### src/sv/jsfr_pkg.sv
package jsfr_pkg;

    // Defaults for the top-level parameters
    localparam int StoreBytesDefault = 128;
    localparam int JointCountDefault = 7;

    // Frame format
    localparam logic [7:0] SyncFirst   = 8'h55;
    localparam logic [7:0] SyncSecond  = 8'hAA;
    localparam int         LenOffset   = 4;
    localparam int         LenExtra    = 6;
    localparam int         JointBase   = 5;
    localparam int         JointStride = 8;
    localparam logic [8:0] LenReset    = 9'd14;

    typedef enum logic [1:0] {
        ST_IDLE,
        ST_READ,
        ST_FILL
    } t_state;

endpackage

### src/sv/joint_status_frame_receiver_core.sv
// Joint status frame receiver.
//
// Input channel (i_valid / o_stall, payload i_rx_byte): one byte from the serial
// link per beat. The core hunts for the sync pair 0x55, 0xAA, stores the frame
// from offset 2 on in a byte-wide frame memory and takes the byte at offset 4
// plus 6 as the frame length. A frame that reaches the end of the memory before
// its length is dropped without results.
// Output channel (o_valid / i_stall): when a frame completes, the core emits
// JOINT_COUNT beats, one per joint, with the big-endian current and position
// words read back from the memory, the running frame count and a last flag.
// Throughput: one byte per cycle while hunting or receiving. After the last
// byte of a frame the input is stalled while the results are read out: the
// bytes of each joint are read in turn through the single read port, then
// the output register is loaded. o_stall stays high until the last joint is
// loaded, and longer while the receiver stalls that load.
// The output register parts the two sides: a beat held by i_stall does not
// keep the core from hunting for the next frame.
// Reset clears the control state, the frame counter and the per-byte valid
// bits of the frame memory (an unwritten byte reads as zero); no clearing pass.
module joint_status_frame_receiver_core
    import jsfr_pkg::*;
#(
    parameter int STORE_BYTES = StoreBytesDefault,
    parameter int JOINT_COUNT = JointCountDefault
) (
    input  logic               i_clk,
    input  logic               i_rst_n,
    // input byte channel
    input  logic               i_valid,
    output logic               o_stall,
    input  logic [7:0]         i_rx_byte,
    // joint result channel
    output logic               o_valid,
    input  logic               i_stall,
    output logic [2:0]         o_joint_number,
    output logic signed [31:0] o_joint_current,
    output logic signed [31:0] o_joint_position,
    output logic [31:0]        o_frame_count,
    output logic               o_last_joint
);

    // Memory index, write index (can hold STORE_BYTES itself), joint counter
    localparam int IdxW   = $clog2(STORE_BYTES);
    localparam int WiW    = $clog2(STORE_BYTES + 1);
    localparam int JW     = $clog2(JOINT_COUNT + 1);
    localparam int MaxOff = JointBase + JointStride * JOINT_COUNT - 1;
    localparam int OffW   = $clog2(MaxOff + 1);
    localparam int CW     = (OffW > WiW) ? OffW : WiW;

    // Frame memory and its per-byte valid bits
    logic [7:0]             r_mem [STORE_BYTES];
    logic [STORE_BYTES-1:0] r_valid;

    // Control state
    t_state        r_state, n_state;
    logic          r_in_frame, n_in_frame;
    logic [7:0]    r_prev, n_prev;
    logic [WiW-1:0] r_widx, n_widx;
    logic [8:0]    r_explen, n_explen;
    logic [31:0]   r_frames, n_frames;
    logic [JW-1:0] r_joint, n_joint;
    logic [2:0]    r_bcnt, n_bcnt;
    logic [2:0]    r_num, n_num;
    logic          r_rd_pend;

    // Read path
    logic [7:0]    r_rd_data;
    logic          r_rd_ok;
    logic [55:0]   r_asm;
    logic [CW-1:0] rd_off;
    logic          rd_inrange;
    logic [7:0]    rd_byte;

    // Output register
    logic          r_out_valid, n_out_valid;
    logic [2:0]    r_out_num;
    logic [31:0]   r_out_cur;
    logic [31:0]   r_out_pos;
    logic [31:0]   r_out_frames;
    logic          r_out_last;
    logic          out_load;

    // Byte handling
    logic          in_acc;
    logic          wr_en;
    logic [WiW-1:0] widx_inc;
    logic [8:0]    len_now;
    logic          last_joint;

    assign in_acc     = i_valid && !o_stall;
    assign wr_en      = in_acc && (r_widx < WiW'(STORE_BYTES));
    assign widx_inc   = r_widx + WiW'(1);
    assign last_joint = (r_joint == JW'(JOINT_COUNT - 1));

    // Byte offset of the current read: base of the joint plus byte within it
    assign rd_off     = CW'(JointBase) + (CW'(r_joint) << 3) + CW'(r_bcnt);
    assign rd_inrange = (rd_off < CW'(STORE_BYTES));
    assign rd_byte    = r_rd_ok ? r_rd_data : 8'h00;

    // Length byte takes effect on the same beat it arrives
    assign len_now = (r_widx == WiW'(LenOffset)) ? (9'(i_rx_byte) + 9'(LenExtra))
                                                 : r_explen;

    always_comb begin
        n_state     = r_state;
        n_in_frame  = r_in_frame;
        n_prev      = r_prev;
        n_widx      = r_widx;
        n_explen    = r_explen;
        n_frames    = r_frames;
        n_joint     = r_joint;
        n_bcnt      = r_bcnt;
        n_num       = r_num;
        out_load    = 1'b0;
        n_out_valid = r_out_valid && i_stall;
        o_stall     = (r_state != ST_IDLE);

        unique case (r_state)
            ST_IDLE: begin
                if (in_acc) begin
                    if (!r_in_frame && r_prev == SyncFirst && i_rx_byte == SyncSecond) begin
                        // sync found: restart the frame at offset 2
                        n_in_frame = 1'b1;
                        n_widx     = WiW'(2);
                        n_prev     = 8'h00;
                    end else if (r_in_frame) begin
                        n_explen = len_now;
                        n_widx   = widx_inc;
                        if (9'(widx_inc) == len_now) begin
                            // frame complete: count it and start the read-out
                            n_in_frame = 1'b0;
                            n_frames   = r_frames + 32'd1;
                            n_state    = ST_READ;
                            n_joint    = '0;
                            n_bcnt     = '0;
                            n_num      = '0;
                        end
                        if (widx_inc >= WiW'(STORE_BYTES)) begin
                            // drop the frame; park the index at the end
                            n_in_frame = 1'b0;
                        end
                    end else begin
                        n_prev = i_rx_byte;
                    end
                end
            end
            ST_READ: begin
                // issue one byte read a cycle
                if (r_bcnt == 3'd7) begin
                    n_state = ST_FILL;
                end else begin
                    n_bcnt = r_bcnt + 3'd1;
                end
            end
            ST_FILL: begin
                // last byte is in the read register; load when output frees up
                if (!r_out_valid || !i_stall) begin
                    out_load    = 1'b1;
                    n_out_valid = 1'b1;
                    n_bcnt      = '0;
                    if (last_joint) begin
                        n_state = ST_IDLE;
                    end else begin
                        n_state = ST_READ;
                        n_joint = r_joint + JW'(1);
                        n_num   = r_num + 3'd1;
                    end
                end
            end
            default: begin
                n_state = ST_IDLE;
            end
        endcase
    end

    always_ff @(posedge i_clk) begin
        if (!i_rst_n) begin
            r_state     <= ST_IDLE;
            r_in_frame  <= 1'b0;
            r_prev      <= 8'h00;
            r_widx      <= '0;
            r_explen    <= LenReset;
            r_frames    <= 32'd0;
            r_joint     <= '0;
            r_bcnt      <= '0;
            r_num       <= '0;
            r_rd_pend   <= 1'b0;
            r_out_valid <= 1'b0;
            r_valid     <= '0;
        end else begin
            r_state     <= n_state;
            r_in_frame  <= n_in_frame;
            r_prev      <= n_prev;
            r_widx      <= n_widx;
            r_explen    <= n_explen;
            r_frames    <= n_frames;
            r_joint     <= n_joint;
            r_bcnt      <= n_bcnt;
            r_num       <= n_num;
            r_rd_pend   <= (r_state == ST_READ);
            r_out_valid <= n_out_valid;
            if (wr_en) begin
                r_valid[r_widx[IdxW-1:0]] <= 1'b1;
            end
        end
    end

    // Frame memory: one write port for incoming bytes, one registered read port
    always_ff @(posedge i_clk) begin
        if (wr_en) begin
            r_mem[r_widx[IdxW-1:0]] <= i_rx_byte;
        end
        r_rd_data <= r_mem[rd_off[IdxW-1:0]];
    end

    // Offsets past the memory and never-written bytes read as zero
    always_ff @(posedge i_clk) begin
        r_rd_ok <= rd_inrange && r_valid[rd_off[IdxW-1:0]];
    end

    // Assemble the first seven bytes of a joint, then load the output register
    always_ff @(posedge i_clk) begin
        if (r_state == ST_READ && r_rd_pend) begin
            r_asm <= {r_asm[47:0], rd_byte};
        end
        if (out_load) begin
            r_out_num    <= r_num;
            r_out_cur    <= r_asm[55:24];
            r_out_pos    <= {r_asm[23:0], rd_byte};
            r_out_frames <= r_frames;
            r_out_last   <= last_joint;
        end
    end

    assign o_valid          = r_out_valid;
    assign o_joint_number   = r_out_num;
    assign o_joint_current  = $signed(r_out_cur);
    assign o_joint_position = $signed(r_out_pos);
    assign o_frame_count    = r_out_frames;
    assign o_last_joint     = r_out_last;

endmodule
### config.mk
export PLATFORM = sky130hd
export DESIGN_NAME = joint_status_frame_receiver_core
export DESIGN_NICKNAME = d
export VERILOG_FILES = /design/src/sv/jsfr_pkg.sv /design/src/sv/joint_status_frame_receiver_core.sv
export SDC_FILE = /design/constraint.sdc
export NUM_CORES = 1
export LEC_CHECK = 0
export BUFFER_PORTS_ARGS = -buffer_cell sky130_fd_sc_hd__buf_2
export CORE_MARGIN = 4
export CORE_UTILIZATION = 55
export CTS_BUF_LIST = sky130_fd_sc_hd__clkbuf_16
export DETAILED_ROUTE_END_ITERATION = 10
export HOLD_SLACK_MARGIN = 0.15
export PLACE_DENSITY = 0.74
export SLEW_MARGIN = 20
export SYNTH_ARGS = -nofsm -noshare
export SYNTH_HDL_FRONTEND = slang
export SYNTH_SLANG_ARGS = --single-unit
export TNS_END_PERCENT = 30
### constraint.sdc
create_clock -name i_clk -period 6.5 [get_ports i_clk]
set_input_delay 0.975 -clock i_clk [delete_from_list [all_inputs] [get_ports i_clk]]
set_output_delay 0.975 -clock i_clk [all_outputs]
set_load 0.1 [all_outputs]
# ---- Word-level counts from Yosys, hierarchy flattened
# Memory sizes are Yosys's and may differ from the RTL's. A register that Yosys moved wholly into a read port is not among the register bits.
# Index checks and enable logic that the tools add are counted.
dict set report totals {
  in_bits 12
  mem_bits_rw 1024
  register_bits 356
  wordCells 120
  mem_count 1
}
dict set report classes {
  n_reduce_logical 26
  eq_ne 17
  n_addsub 8
  muxes 41
  bitwise 2
  n_lt_le_gt_ge 6
}
# name depth width read_ports rd_ports_with_merged_regs write_ports line
set memory_table {}
lappend memory_table {r_mem 128 8 1 1 1 joint_status_frame_receiver_core.sv:51} ;# logic [7:0] r_mem [STORE_BYTES];
# operator count
set ops {}
lappend ops {{128-bit bitwise OR} 1}
lappend ops {{8-bit 2-to-1 mux} 5}
lappend ops {{32-bit by 1-bit adder with 32-bit output (second input constant)} 1}
lappend ops {{3-bit 2-to-1 mux} 10}
lappend ops {{7-bit by 8-bit less-than comparator with 1-bit output (second input constant)} 2}
lappend ops {{8-bit less-than comparator (second input constant)} 2}
lappend ops {{2-bit inequality test (second input constant)} 8}
lappend ops {{7-bit AND reduction} 2}
lappend ops {{1-bit 2-to-1 mux} 13}
lappend ops {{2-bit 2-to-1 mux} 6}
lappend ops {{3-bit one-hot mux with 2 select lines} 2}
lappend ops {{3-bit by 1-bit adder with 3-bit output (second input constant)} 3}
lappend ops {{8-bit by 3-bit adder with 9-bit output (second input constant)} 1}
lappend ops {{8-bit by 9-bit equality test with 1-bit output} 1}
lappend ops {{9-bit 2-to-1 mux} 1}
lappend ops {{3-bit one-hot mux with 3 select lines} 1}
lappend ops {{7-bit by 3-bit adder with 8-bit output} 1}
lappend ops {{8-bit by 1-bit adder with 8-bit output (second input constant)} 1}
lappend ops {{8-bit by 3-bit equality test with 1-bit output (second input constant)} 1}
lappend ops {{8-bit by 7-bit equality test with 1-bit output (second input constant)} 1}
lappend ops {{8-bit equality test (second input constant)} 1}
lappend ops {{8-bit greater-or-equal comparator (second input constant)} 1}
lappend ops {{1-bit logical AND} 8}
lappend ops {{3-bit by 6-bit adder with 7-bit output (first input constant)} 1}
lappend ops {{19 further kinds} 26}

# ---- Depth between registers and ports, before layout
dict set report depth {
  ltp_word 8
  depth_mapped 11
  ltp_nobuf 9
}

# ---- Least setup slack after synthesis
# No wires, ideal clock.
dict set report synth_timing {
  path_kind {input port to flip-flop}
  from {input i_stall}
  to {register r_bcnt[0]}
  path_stages 3
  arrival_time_ps 6895
  n_path_buf 0
  setup_time_ps 94
  required_time_ps 6406
  setup_slack_ps -489
  path_cell_list {a21oi_1 nor3_1 mux2i_1}
}
dict set report synth_via {
  elab_chain_len 4
}
# item line
set synth_rtl {}
lappend synth_rtl {{from (decl)} joint_status_frame_receiver_core.sv:34} ;# input logic i_stall,
lappend synth_rtl {{1-bit logical NOT} joint_status_frame_receiver_core.sv:157} ;# if (!r_out_valid || !i_stall) begin
lappend synth_rtl {{1-bit logical OR} joint_status_frame_receiver_core.sv:157}
lappend synth_rtl {{2-bit inequality test (no source line)} -}
lappend synth_rtl {{7-bit AND reduction (no source line)} -}
lappend synth_rtl {{to (signal assigned)} joint_status_frame_receiver_core.sv:198} ;# r_bcnt <= n_bcnt;
lappend synth_rtl {{to (decl)} joint_status_frame_receiver_core.sv:62} ;# logic [2:0] r_bcnt, n_bcnt;
# Every way passes these cells.
# A chain may end at the register's enable or synchronous reset.

# ---- Final worst setup path
dict set report layout_timing {
  from {register r_bcnt[0]}
  to {register r_rd_data[7], read port of r_mem}
}
dict set report layout_via {
  elab_chain_len 1
}
# item line
set layout_rtl {}
lappend layout_rtl {{7-bit by 3-bit adder with 8-bit output} joint_status_frame_receiver_core.sv:96} ;# assign rd_off = CW'(JointBase) + (CW'(r_joint) << 3) + CW'(r_bcnt);
lappend layout_rtl {{to (decl)} joint_status_frame_receiver_core.sv:67} ;# logic [7:0] r_rd_data;
# Every way passes these cells.

==> impl_metrics.json <==
{
  "cp.required_ns": 7.05,
  "cp_max_fo": 44,
  "utilization": 0.6226,
  "io_pins": 114,
  "fin_area_um2": 53090,
  "port_buffers": 113,
  "hold_end": "o_joint_current[30]$_DFFE_PP_",
  "hold_ws_ns": 0.4203,
  "critPathTopFamily": "multiplexers",
  "fin_total_pwr_mw": 15.43,
  "core_um2": 85280,
  "clk_latency_ns": 0.68,
  "critPathSlowestCell": "dfxtp_4",
  "grt_pass1_vias": 24035,
  "area_growth_pct": 12.14,
  "syn_area_um2": 47350,
  "tritoncts": "built",
  "worst_slew_pin_slew_ns": 1.159,
  "ys_types": 66,
  "cts_buffer_depth": 3,
  "drc": 0,
  "vdd_drop_max_uv": 244.5,
  "start_util": 0.5552,
  "relSlewSlack": 0.2242,
  "cp-start-kind": "flip-flop",
  "first_iter_violations": 2590,
  "critPathKind": "reg2reg",
  "synth-edff-count": 1052,
  "whs_path_depth": 0,
  "r2r-start": "r_bcnt[0]$_SDFFE_PN0P_",
  "synth.avg_cell_area_um2": 19.92,
  "clk_pin_slew_worst_paths_ns": 0.07,
  "min_path_type": "reg2reg",
  "layout_commonest_cell": "edfxtp_1",
  "max_freq_mhz": 223.2,
  "grt_pass1_wl_um": 158500,
  "post-cts-setup-buffers": 0,
  "cts-buffers-inserted": 118,
  "via_count": 23661,
  "max_cap_viol_count": 0,
  "status": "finished, final reports clean",
  "setup_tns_ns": 0,
  "finalClockSkew_ns": 0.02942,
  "ys.flop_type": "edfxtp_1",
  "routed_via_density": 6.263,
  "wl_per_cell_um": 28.08,
  "dieArea_um2": 90840,
  "hold_violations": 0,
  "dp.cells": 3550,
  "routed_wl_um": 106100,
  "track_usage": 0.2358,
  "ys_async_sr_fraction": 0,
  "power_density_nw_per_um2": 290.6,
  "hp-start": "r_asm[54]$_DFFE_PP_",
  "rsz0062_at_grt": "false",
  "cts-hold-fix-buffers": 0,
  "setup_slack_ns": 2.020,
  "post_dp_cell_area_um2": 49290,
  "dp_hpwl_um": 63100,
  "overflow": 0,
  "antenna_found_initial": 2,
  "num_rows": 107,
  "synthCells": 2377,
  "setup_viol": 0,
  "yosys_register_bits": 1244,
  "final_cell_mix": "edfxtp_1, mux4_2, dfxtp_1, nor2_1, clkbuf_16",
  "place_congestion": 0.8229,
  "fin_crit_sh": 0.6892,
  "cts-root-buf": "clkbuf_16",
  "die_w_um": 301.4,
  "drive_gt1_frac": 0.2550,
  "clkSinkCount": 1244,
  "dp_slack_ns": 1.966,
  "ant_nets": 0,
  "p_leak_nw": 16.92,
  "htreeDepth": 3,
  "final_nets": 2547,
  "cts_resized": 0,
  "reg2reg_depth": 9,
  "ys_warn_count": 0,
  "timing.rr.end": "r_rd_data[7]$_DFF_P_",
  "fp.dieH_um": 301.4,
  "cp-end-kind": "flip-flop",
  "drv_slew": 0,
  "grt_max_degree": 91,
  "fin_crit_ns": 4.480,
  "dr.pass1.iters": 5,
  "critPathMaxStageDelay_ns": 0.95,
  "yosysSeqAreaShare": 0.7484,
  "syn_nets": 2398,
  "r2r_slack_ns": 2.02,
  "instances_no_fill": 3778,
  "path_buf_inv": 1,
  "worstPathArrival_ns": 5.03,
  "crit_chain": "ha_4, ha_4, buf_4, mux4_2, mux4_2, mux2i_1, nand2_1, o21ai_0, o21ai_1"
}
[state kept, by name, summed over array words and instances (netlist names), 3 cells and up]
| name | cells |
|---|---|
| o_joint_current | 32 |
| r_mem | 896 |
| r_widx | 8 |
| r_frames | 32 |
| o_joint_number | 3 |
| r_prev | 8 |
| r_bcnt | 3 |
| r_rd_data | 8 |
| r_asm | 56 |
| r_valid | 112 |
| r_joint | 3 |
| o_joint_position | 32 |
| r_num | 3 |
| o_frame_count | 32 |
| r_explen | 9 |
[layer usage]
metal  GRT usage  vias up  routed length (um)
met2      0.3785     1146               51770
met4     0.07018        2                3145
met3     0.04535      206                9265
met5           0        -                   9
met1      0.3352    12382               41880
li1            -     9925                   -
[area by class of cell]
class                      count  area (um^2)
antenna                        3        7.507
clock buffer                 123         3078
clock inverter               102        714.4
fill                        5695        32190
inverter                       8        30.03
multi-input combinational   1000        11460
sequential                  1244        35440
tap                         1144         1431
timing repair buffer         154        937.1
[kinds of logic (layout without fill, tap and decap cells)]
family                   Yosys count  after routing  share of synthesized area
flip-flops                      1244           1244                     0.7484
AND/OR/NAND/NOR                  404            404                    0.04191
multiplexers                     362            362                     0.1622
AO/OA/AOI/OAI                    206            206                    0.03015
buffers and inverters            133            387                    0.01147
XOR/XNOR                          19             19                   0.003515
adder cells (fa/ha/maj)            9              9                   0.002378
other                              0              3                          0
[worst max-delay path by stage]
stage                                start                      end  slack, ns  cells after the start
global placement    r_bcnt[0]$_SDFFE_PN0P_     r_rd_data[7]$_DFF_P_       1.96                      9
global route        r_bcnt[0]$_SDFFE_PN0P_     r_rd_data[7]$_DFF_P_       1.74                      9
finish              r_bcnt[0]$_SDFFE_PN0P_     r_rd_data[7]$_DFF_P_       2.02                      9
detailed placement  r_bcnt[0]$_SDFFE_PN0P_     r_rd_data[7]$_DFF_P_       1.97                      9
CTS                 r_bcnt[0]$_SDFFE_PN0P_     r_rd_data[7]$_DFF_P_       1.94                      9
floorplan                          i_stall  r_joint[1]$_SDFFE_PN0P_       1.71                      5
[cells in the mapped netlist (4+ instances only)]
master / count / area, um^2
nand4_1: 9 / 56.30
nand2b_1: 27 / 168.9
dfxtp_1: 192 / 3844
xor2_1: 8 / 70.07
inv_1: 7 / 26.28
and3_1: 7 / 43.79
xnor2_1: 11 / 96.34
or3_1: 6 / 37.54
clkbuf_1: 77 / 289.0
o21ai_0: 23 / 115.1
buf_1: 22 / 82.58
mux2i_1: 38 / 380.4
or4_1: 5 / 37.54
edfxtp_1: 1052 / 31590
nand3_1: 31 / 155.2
and4_1: 5 / 43.79
o21ai_1: 10 / 50.05
nor2_1: 147 / 551.8
mux4_2: 324 / 7297
a21oi_1: 27 / 135.1
nand3b_1: 4 / 30.03
ha_1: 9 / 112.6
buf_2: 23 / 115.1
nor3_1: 6 / 30.03
o211ai_1: 8 / 60.06
and2_1: 16 / 100.1
nand2_1: 109 / 409.1
o21a_1: 115 / 863.3
nor2b_1: 5 / 31.28
a211oi_1: 4 / 30.03
[where the power goes]
part	leakage, nW	internal (mW)	switching (mW)
Clock	1.99	3.77	2.88
Combinational	3.91	0.0198	0.138
Sequential	11.0	8.63	0.00236
Total	16.9	12.4	3.02
Power figures use the tool's default switching activity.
